===== src/sv/pts_pkg.sv =====
`timescale 1ns / 1ps

package pts_pkg;

  // field widths of the command and result beats
  localparam int unsigned CMD_W  = 3;
  localparam int unsigned SLOT_W = 3;
  localparam int unsigned PER_W  = 8;
  localparam int unsigned CNT_W  = 16;

  // number of slots the slot field can reach
  localparam int unsigned SCAN_LIMIT = 8;

  // bits needed to step through the tick counter during division
  localparam int unsigned BIT_W = $clog2(CNT_W);

  typedef enum logic [CMD_W-1:0] {
    CMD_TICK    = 3'd0,
    CMD_CREATE  = 3'd1,
    CMD_SUSPEND = 3'd2,
    CMD_RESUME  = 3'd3,
    CMD_KILL    = 3'd4
  } cmd_e;

endpackage


===== src/sv/pts_if.sv =====
`timescale 1ns / 1ps

// command channel
interface pts_cmd_if;
  logic                         valid;
  logic                         ready;
  logic [pts_pkg::CMD_W-1:0]    command;
  logic [pts_pkg::SLOT_W-1:0]   slot;
  logic [pts_pkg::PER_W-1:0]    period;
  logic                         start_running;

  modport source (output valid, output command, output slot, output period,
                  output start_running, input ready);
  modport sink   (input valid, input command, input slot, input period,
                  input start_running, output ready);
endinterface

// result channel
interface pts_res_if;
  logic                         valid;
  logic                         ready;
  logic                         due;
  logic [pts_pkg::SLOT_W-1:0]   due_slot;
  logic                         last;

  modport source (output valid, output due, output due_slot, output last, input ready);
  modport sink   (input valid, input due, input due_slot, input last, output ready);
endinterface


===== src/sv/periodic_task_scheduler.sv =====
`timescale 1ns / 1ps

// Periodic tick scheduler with up to eight addressable task slots (slot number is also
// priority). Create, suspend, resume, kill and any other non-tick code each give one
// acknowledge beat from the S_ACK state after the command is taken. A tick command
// bumps the 16-bit wrapping counter and then walks the slots in ascending order: each
// slot is checked in S_SCAN, every registered, running slot with a nonzero period goes
// through the shared restoring divider (one quotient bit per cycle), and each due slot
// reported before the last goes out from S_EMIT. Every due slot gives one beat with due
// set, the final one marked last; if none is due a single beat with due clear and last
// set is given. Commands are taken only while the scheduler is idle and no result is
// held.
module periodic_task_scheduler #(
  parameter int unsigned NUM_SLOTS = 8
) (
  input  logic      clk_i,
  input  logic      rst_ni,
  pts_cmd_if.sink   in_i,
  pts_res_if.source out_o
);

  // only the slots the slot field can address are kept
  localparam int unsigned NUM_USED = (NUM_SLOTS < pts_pkg::SCAN_LIMIT) ?
                                     NUM_SLOTS : pts_pkg::SCAN_LIMIT;
  localparam int unsigned IDX_W  = (NUM_USED > 1) ? $clog2(NUM_USED) : 1;
  localparam int unsigned SCAN_W = $clog2(NUM_USED + 1);

  typedef enum logic [2:0] {
    S_IDLE,
    S_ACK,
    S_SCAN,
    S_DIV,
    S_EMIT,
    S_DONE
  } state_e;

  state_e                         state_q;
  logic [pts_pkg::CNT_W-1:0]      tick_count_q;
  logic [pts_pkg::PER_W-1:0]      period_q [NUM_USED];
  logic [NUM_USED-1:0]            registered_q;
  logic [NUM_USED-1:0]            running_q;
  logic [SCAN_W-1:0]              scan_q;
  logic [pts_pkg::BIT_W-1:0]      bit_q;
  logic [pts_pkg::PER_W-1:0]      rem_q;
  logic                           pend_q;
  logic [IDX_W-1:0]               pend_slot_q;
  logic                           out_valid_q;
  logic                           out_due_q;
  logic [pts_pkg::SLOT_W-1:0]     out_slot_q;
  logic                           out_last_q;

  logic                           in_beat;
  logic                           out_beat;
  logic                           slot_ok;
  logic [IDX_W-1:0]               wr_idx;
  logic [IDX_W-1:0]               scan_idx;
  logic                           scan_end;
  logic [pts_pkg::PER_W-1:0]      cur_per;
  logic                           eligible;
  logic [pts_pkg::PER_W:0]        trial;
  logic                           trial_ge;
  logic [pts_pkg::PER_W-1:0]      rem_d;
  pts_pkg::cmd_e                  cmd;

  assign in_beat  = in_i.valid && in_i.ready;
  assign out_beat = out_valid_q && out_o.ready;
  assign cmd      = pts_pkg::cmd_e'(in_i.command);

  // slot addressing for writes and for the scan
  assign slot_ok  = ({1'b0, in_i.slot} < (pts_pkg::SLOT_W + 1)'(NUM_USED));
  assign wr_idx   = IDX_W'(in_i.slot);
  assign scan_idx = scan_q[IDX_W-1:0];
  assign scan_end = (scan_q == SCAN_W'(NUM_USED));
  assign cur_per  = period_q[scan_idx];
  assign eligible = registered_q[scan_idx] && running_q[scan_idx] && (cur_per != '0);

  // one restoring division step on the tick count
  assign trial    = {rem_q, tick_count_q[bit_q]};
  assign trial_ge = (trial >= {1'b0, cur_per});
  assign rem_d    = trial_ge ? pts_pkg::PER_W'(trial - {1'b0, cur_per})
                             : pts_pkg::PER_W'(trial);

  assign in_i.ready     = (state_q == S_IDLE) && !out_valid_q;
  assign out_o.valid    = out_valid_q;
  assign out_o.due      = out_due_q;
  assign out_o.due_slot = out_slot_q;
  assign out_o.last     = out_last_q;

  // sequencer, slot table and result register
  always_ff @(posedge clk_i or negedge rst_ni) begin
    if (!rst_ni) begin
      state_q      <= S_IDLE;
      tick_count_q <= '0;
      registered_q <= '0;
      running_q    <= '0;
      scan_q       <= '0;
      bit_q        <= '0;
      rem_q        <= '0;
      pend_q       <= 1'b0;
      pend_slot_q  <= '0;
      out_valid_q  <= 1'b0;
      out_due_q    <= 1'b0;
      out_slot_q   <= '0;
      out_last_q   <= 1'b0;
      for (int i = 0; i < NUM_USED; i++) begin
        period_q[i] <= '0;
      end
    end else begin
      if (out_beat) begin
        out_valid_q <= 1'b0;
      end
      case (state_q)
        S_IDLE: begin
          if (in_beat) begin
            if (cmd == pts_pkg::CMD_TICK) begin
              tick_count_q <= tick_count_q + 1'b1;
              scan_q       <= '0;
              pend_q       <= 1'b0;
              state_q      <= S_SCAN;
            end else begin
              if (slot_ok) begin
                case (cmd)
                  pts_pkg::CMD_CREATE: begin
                    period_q[wr_idx]     <= in_i.period;
                    registered_q[wr_idx] <= 1'b1;
                    running_q[wr_idx]    <= in_i.start_running;
                  end
                  pts_pkg::CMD_SUSPEND: running_q[wr_idx] <= 1'b0;
                  pts_pkg::CMD_RESUME:  running_q[wr_idx] <= 1'b1;
                  pts_pkg::CMD_KILL: begin
                    period_q[wr_idx]     <= '0;
                    registered_q[wr_idx] <= 1'b0;
                    running_q[wr_idx]    <= 1'b0;
                  end
                  default: ;
                endcase
              end
              state_q <= S_ACK;
            end
          end
        end
        // acknowledge beat for a slot command
        S_ACK: begin
          if (!out_valid_q) begin
            out_valid_q <= 1'b1;
            out_due_q   <= 1'b0;
            out_slot_q  <= '0;
            out_last_q  <= 1'b1;
            state_q     <= S_IDLE;
          end
        end
        // check the next slot, start the divider if it could be due, or end the scan after the last slot
        S_SCAN: begin
          if (scan_end) begin
            state_q <= S_DONE;
          end else if (eligible) begin
            rem_q   <= '0;
            bit_q   <= pts_pkg::BIT_W'(pts_pkg::CNT_W - 1);
            state_q <= S_DIV;
          end else begin
            scan_q <= scan_q + 1'b1;
          end
        end
        // remainder of tick count by slot period, msb first
        S_DIV: begin
          rem_q <= rem_d;
          bit_q <= bit_q - 1'b1;
          if (bit_q == '0) begin
            if (rem_d == '0) begin
              if (pend_q) begin
                state_q <= S_EMIT;
              end else begin
                pend_q      <= 1'b1;
                pend_slot_q <= scan_idx;
                scan_q      <= scan_q + 1'b1;
                state_q     <= S_SCAN;
              end
            end else begin
              scan_q  <= scan_q + 1'b1;
              state_q <= S_SCAN;
            end
          end
        end
        // a later due slot exists, so the held one is not last
        S_EMIT: begin
          if (!out_valid_q) begin
            out_valid_q <= 1'b1;
            out_due_q   <= 1'b1;
            out_slot_q  <= pts_pkg::SLOT_W'(pend_slot_q);
            out_last_q  <= 1'b0;
            pend_slot_q <= scan_idx;
            scan_q      <= scan_q + 1'b1;
            state_q     <= S_SCAN;
          end
        end
        // final beat of a tick
        S_DONE: begin
          if (!out_valid_q) begin
            out_valid_q <= 1'b1;
            out_due_q   <= pend_q;
            out_slot_q  <= pend_q ? pts_pkg::SLOT_W'(pend_slot_q) : '0;
            out_last_q  <= 1'b1;
            state_q     <= S_IDLE;
          end
        end
        default: state_q <= S_IDLE;
      endcase
    end
  end

  // the scan pointer never runs past the table
  a_scan_range: assert property (@(posedge clk_i) disable iff (!rst_ni)
    scan_q <= SCAN_W'(NUM_USED))
    else $error("scan pointer beyond slot table");

  // the tick counter moves only on an accepted tick
  a_tick_only: assert property (@(posedge clk_i) disable iff (!rst_ni)
    (tick_count_q != $past(tick_count_q)) |->
      $past(in_beat && (cmd == pts_pkg::CMD_TICK)))
    else $error("tick counter changed without a tick");

  // a result that names no task ends its command and carries slot zero
  a_idle_result: assert property (@(posedge clk_i) disable iff (!rst_ni)
    (out_valid_q && !out_due_q) |-> (out_last_q && (out_slot_q == '0)))
    else $error("non-due result not last or with a slot");

  // no new command while one is still being worked
  a_busy: assert property (@(posedge clk_i) disable iff (!rst_ni)
    in_beat |=> !in_i.ready)
    else $error("command taken while busy");

  // a held due slot always lies in the table
  a_pend_slot: assert property (@(posedge clk_i) disable iff (!rst_ni)
    pend_q |-> ({1'b0, pend_slot_q} < (IDX_W + 1)'(NUM_USED)))
    else $error("held due slot outside table");

endmodule


===== src/flat_wrapper.sv =====
// flat-port wrapper written by rule: the top's interface ports become plain ports
module periodic_task_scheduler_flat 
#(
  parameter int unsigned NUM_SLOTS = 8
)
  (clk_i, rst_ni, in_i_valid, in_i_command, in_i_slot, in_i_period, in_i_start_running, in_i_ready, out_o_valid, out_o_due, out_o_due_slot, out_o_last, out_o_ready);
  pts_cmd_if in_i_i ();
  pts_res_if out_o_i ();
  input  logic clk_i;
  input  logic rst_ni;
  input wire logic [$bits(in_i_i.valid)-1:0] in_i_valid;
  input wire logic [$bits(in_i_i.command)-1:0] in_i_command;
  input wire logic [$bits(in_i_i.slot)-1:0] in_i_slot;
  input wire logic [$bits(in_i_i.period)-1:0] in_i_period;
  input wire logic [$bits(in_i_i.start_running)-1:0] in_i_start_running;
  output wire logic [$bits(in_i_i.ready)-1:0] in_i_ready;
  output wire logic [$bits(out_o_i.valid)-1:0] out_o_valid;
  output wire logic [$bits(out_o_i.due)-1:0] out_o_due;
  output wire logic [$bits(out_o_i.due_slot)-1:0] out_o_due_slot;
  output wire logic [$bits(out_o_i.last)-1:0] out_o_last;
  input wire logic [$bits(out_o_i.ready)-1:0] out_o_ready;
  assign in_i_i.valid = in_i_valid;
  assign in_i_i.command = in_i_command;
  assign in_i_i.slot = in_i_slot;
  assign in_i_i.period = in_i_period;
  assign in_i_i.start_running = in_i_start_running;
  assign in_i_ready = in_i_i.ready;
  assign out_o_valid = out_o_i.valid;
  assign out_o_due = out_o_i.due;
  assign out_o_due_slot = out_o_i.due_slot;
  assign out_o_last = out_o_i.last;
  assign out_o_i.ready = out_o_ready;
  periodic_task_scheduler #(.NUM_SLOTS(NUM_SLOTS)) u_core (.clk_i(clk_i), .rst_ni(rst_ni), .in_i(in_i_i), .out_o(out_o_i));
endmodule

===== config.mk =====
export PLATFORM = sky130hd
export DESIGN_NAME = periodic_task_scheduler_flat
export DESIGN_NICKNAME = d
export VERILOG_FILES = /design/src/sv/pts_pkg.sv /design/src/sv/pts_if.sv /design/src/sv/periodic_task_scheduler.sv /design/src/flat_wrapper.sv
export SDC_FILE = /design/constraint.sdc
export NUM_CORES = 1
export LEC_CHECK = 0
export BUFFER_PORTS_ARGS = -buffer_cell sky130_fd_sc_hd__buf_2
export CAP_MARGIN = 10
export CELL_PAD_IN_SITES_DETAIL_PLACEMENT = 2
export CELL_PAD_IN_SITES_GLOBAL_PLACEMENT = 2
export CORE_AREA = 4 4 136 138
export DETAILED_ROUTE_END_ITERATION = 8
export DIE_AREA = 0 0 140 142
export PLACE_DENSITY = 0.78
export SLEW_MARGIN = 20
export SYNTH_ARGS = -nofsm -noshare
export SYNTH_HDL_FRONTEND = slang
export SYNTH_SLANG_ARGS = --single-unit

===== constraint.sdc =====
create_clock -name clk_i -period 5.56 [get_ports clk_i]
set_input_delay 0 -clock clk_i [delete_from_list [all_inputs] [get_ports clk_i]]
set_output_delay 0 -clock clk_i [all_outputs]
set_load 0.01 [all_outputs]

==> run_results.csv <==
group,metric,value,unit
drt,first_pass_iters,4,
floorplan,die_area,19880,um^2
synth,synth_compound_area_share,12.40,%
placed_design,place.gp.congestion,0.8322,
timing,drv_slew,0,
drt,viasPerCell,5.819,
placed_design,place_hpwl,14840,um
synth,synth_simple_gate_area_share,17.69,%
cts,cts.path.max_buffers,2,
synth,yosysTopAreaCellShare,45.13,%
timing,rsz0062_at_grt,"no",
power_and_ir_drop,powerDensity,575.2,nW/um^2
global_route,grt_max_degree,67,
critical_path,crit_path_end_kind,"flip-flop",
floorplan,rows,48,
cts,cts.clk_slew.worst_paths,0.06,ns
critical_path,cp.arrival,4.68,ns
synth,postSynth.asyncResetShare,100.0,%
final_layout,num_antenna_cells,0,
synth,synth_adder_area_share,2.455,%
final_layout,final_core_util,45.72,%
synth,seq_area_frac_synth,45.13,%
cts,root_buffer,"clkbuf_16",
drt,routedWlPerCell,22.56,um
cts,cts_tree,"done",
cts,cts_setup_buffers,0,
final_layout,drive_above_1_share,20.00,%
drt,drc,0,
timing,period_needed,4.374,ns
placed_design,dpl_cell_area,7197,um^2
cts,cts-buffers-inserted,17,
synth,ys_seq_elements,125,
timing,hold_viol_final,0,
global_route,globalRouteOverflowTotal,0,
timing,fin_setup_tns,0,ns
critical_path,worstPathMaxFanout,37,
timing,tightest_slew,0.8327,ns
timing,setup_viol,0,
synth,synthXorXnorAreaFrac,2.653,%
floorplan,pin_count,26,
synth,yosysTopAreaCell,"dfrtp_1",
floorplan,fp.coreArea,17180,um^2
synth,synthCells,667,
final_layout,multi_input_area,3577,um^2
final_layout,areaGrowthSynthToFinish,13.30,%
placed_design,port_buffers,25,
cts,hold_buffers,10,
final_layout,seq_area,3131,um^2
run,cap_viol_max_count,0,
global_route,first_global_vias,6193,
final_layout,final_cell_area,7854,um^2
min_path,worstHoldPathType,"in2reg",
synth,synth_area,6932,um^2
drt,vias,5412,
cts,h-tree-depth,4,
timing,fmax,228.6,MHz
synth,yosysMostFrequentCell,"dfrtp_1",
critical_path,required,5.87,ns
synth,postSynthAreaPerCell,10.39,um^2
global_route,grt_usage,22.06,%
final_layout,fin_cells,930,
cts,cts_sinks,125,
synth,ys_top_cells_by_count,"125 x dfrtp_1, 83 x nand2_1, 56 x o21ai_0, 46 x mux2_2, 42 x nor2_1",
synth,synth_cell_types,71,
run_status,status,"finished clean",
timing,finClkSkew,0.007764,ns
synth,synth_area_leaders,"dfrtp_1 45%, mux2_2 7.5%, mux4_2 6.2%, nand2_1 4.5%, o21ai_0 4.0%",
cts,clk_latency,0.43,ns
floorplan,die_w,140,um
synth,syn-num-nets,699,
floorplan,start_util,40.36,%
power_and_ir_drop,vdd_ir_drop_max,0.2837,mV
global_route,antenna_found_initial,0,
drt,wirelength,20980,um
synth,synthFlopType,"dfrtp_1",
final_layout,fillCellCount,1815,
global_route,grt_pass1_wl,34590,um
critical_path,path_class,"reg2reg",
critical_path,r2r_slack,1.19,ns
critical_path,cp-start-kind,"flip-flop",
synth,yosys-mux-area-fraction,16.41,%
synth,synth_edf_count,0,
power_and_ir_drop,p_leak,3.439,nW
drt,ant_nets,0,
synth,ys_warn_count,0,
power_and_ir_drop,power.total,0.004517,W
timing,layout_worst_path_cycle_share,78.66,%
synth,synth_top_family_by_area,"simple AND/OR/NAND/NOR gates",
cts,cts_resized,0,
final_layout,fin_nets,726,
timing,slew_headroom,43.97,%
floorplan,die_h,142,um
drt,drtIter0Drc,362,
placed_design,place_inst,890,
==> flip-flops by register name, summed over array words and instances, names as in the netlist, named ones only <==
name / flops
u_core.bit_q: 4
u_core.out_o.due: 1
u_core.out_o.due_slot: 3
u_core.out_o.last: 1
u_core.out_o.valid: 1
u_core.pend_q: 1
u_core.pend_slot_q: 3
u_core.period_q: 64
u_core.rem_q: 8
u_core.running_q: 8
u_core.scan_q: 4
u_core.state_q: 3
u_core.tick_count_q: 16
==> cell usage in the layout (no fill, tap or decap), drive strengths merged, types with 15 or more instances in the layout <==
cell type	instances
nor3	25
dfrtp	125
nand2	83
inv	16
xnor2	17
a21oi	30
o21ai	58
mux2	47
buf	30
mux4	20
nand3	17
clkbuf	18
mux2i	15
nor2	45
==> path summary, 6_finish.rpt <==
kind | startpoint | end | depth (start not counted)
setup / recovery | u_core.scan_q[2] | u_core.scan_q[0] | 13
hold / removal | in_i_slot[1] | u_core.running_q[6] | 3
setup reg to reg | u_core.scan_q[2] | u_core.scan_q[0] | 13
hold reg to reg | flip-flop | flip-flop | 2
max in group asynchronous | rst_ni | u_core.period_q[13] | 3
min in group asynchronous | rst_ni | u_core.tick_count_q[0] | 2
==> critical path, cell delays in order, from the launching register on <==
cell and delay [ns]:
dfrtp_2 0.80, nor2_1 0.17, o311ai_0 0.37, o21ai_0 0.23
ha_1 0.45, nand3_1 0.14, nor2_1 0.17, a21oi_1 0.10
buf_4 0.20, or3_1 0.32, o31a_2 0.34, nor4_2 0.41
or3_4 0.24, mux2_4 0.29
==> cell families after synthesis <==
logic type / after synthesis
muxes: 82
adders and majority gates: 13
and+or+nand+nor: 242
xor gates and xnor gates: 21
AOI/OAI and AO/OA: 140
buffers and inverters: 44
DFF: 125
==> metrics by stage <==
step	hold slack, ns	worst slack [ns]
floorplan	-0.2956	1.198
global placement	0.1376	1.051
detailed placement	0.1398	0.8728
CTS	0.02148	0.8039
global route	0.04014	0.9268
finish	0.02722	1.186
==> metal layers <==
| layer | track usage (%) | up-vias | wire, um |
|---|---|---|---|
| met5 | 0 | - | 0 |
| met4 | 7.547 | 0 | 419 |
| li1 | - | 2474 | - |
| met2 | 39.15 | 76 | 10960 |
| met3 | 3.999 | 32 | 539 |
| met1 | 27.23 | 2830 | 9057 |
==> area by class of cell <==
cell class / count / share of cell area, %
repair buffers: 40 / 3.377
multi-input cells: 498 / 45.55
flip-flops and latches: 125 / 39.86
clock inverters: 12 / 1.466
clock buffers: 18 / 5.592
well taps: 225 / 3.585
inverters: 12 / 0.5735
==> where the power goes <==
part	leakage, nW	switching (W)	total (W)	internal, W
sequential	1.69	0.000338	0.00147	0.00113
combinational	1.48	0.00111	0.00199	0.000876
clock	0.265	0.000436	0.00106	0.000625
total	3.44	0.00188	0.00452	0.00263
(Power assumes the default switching activity.)
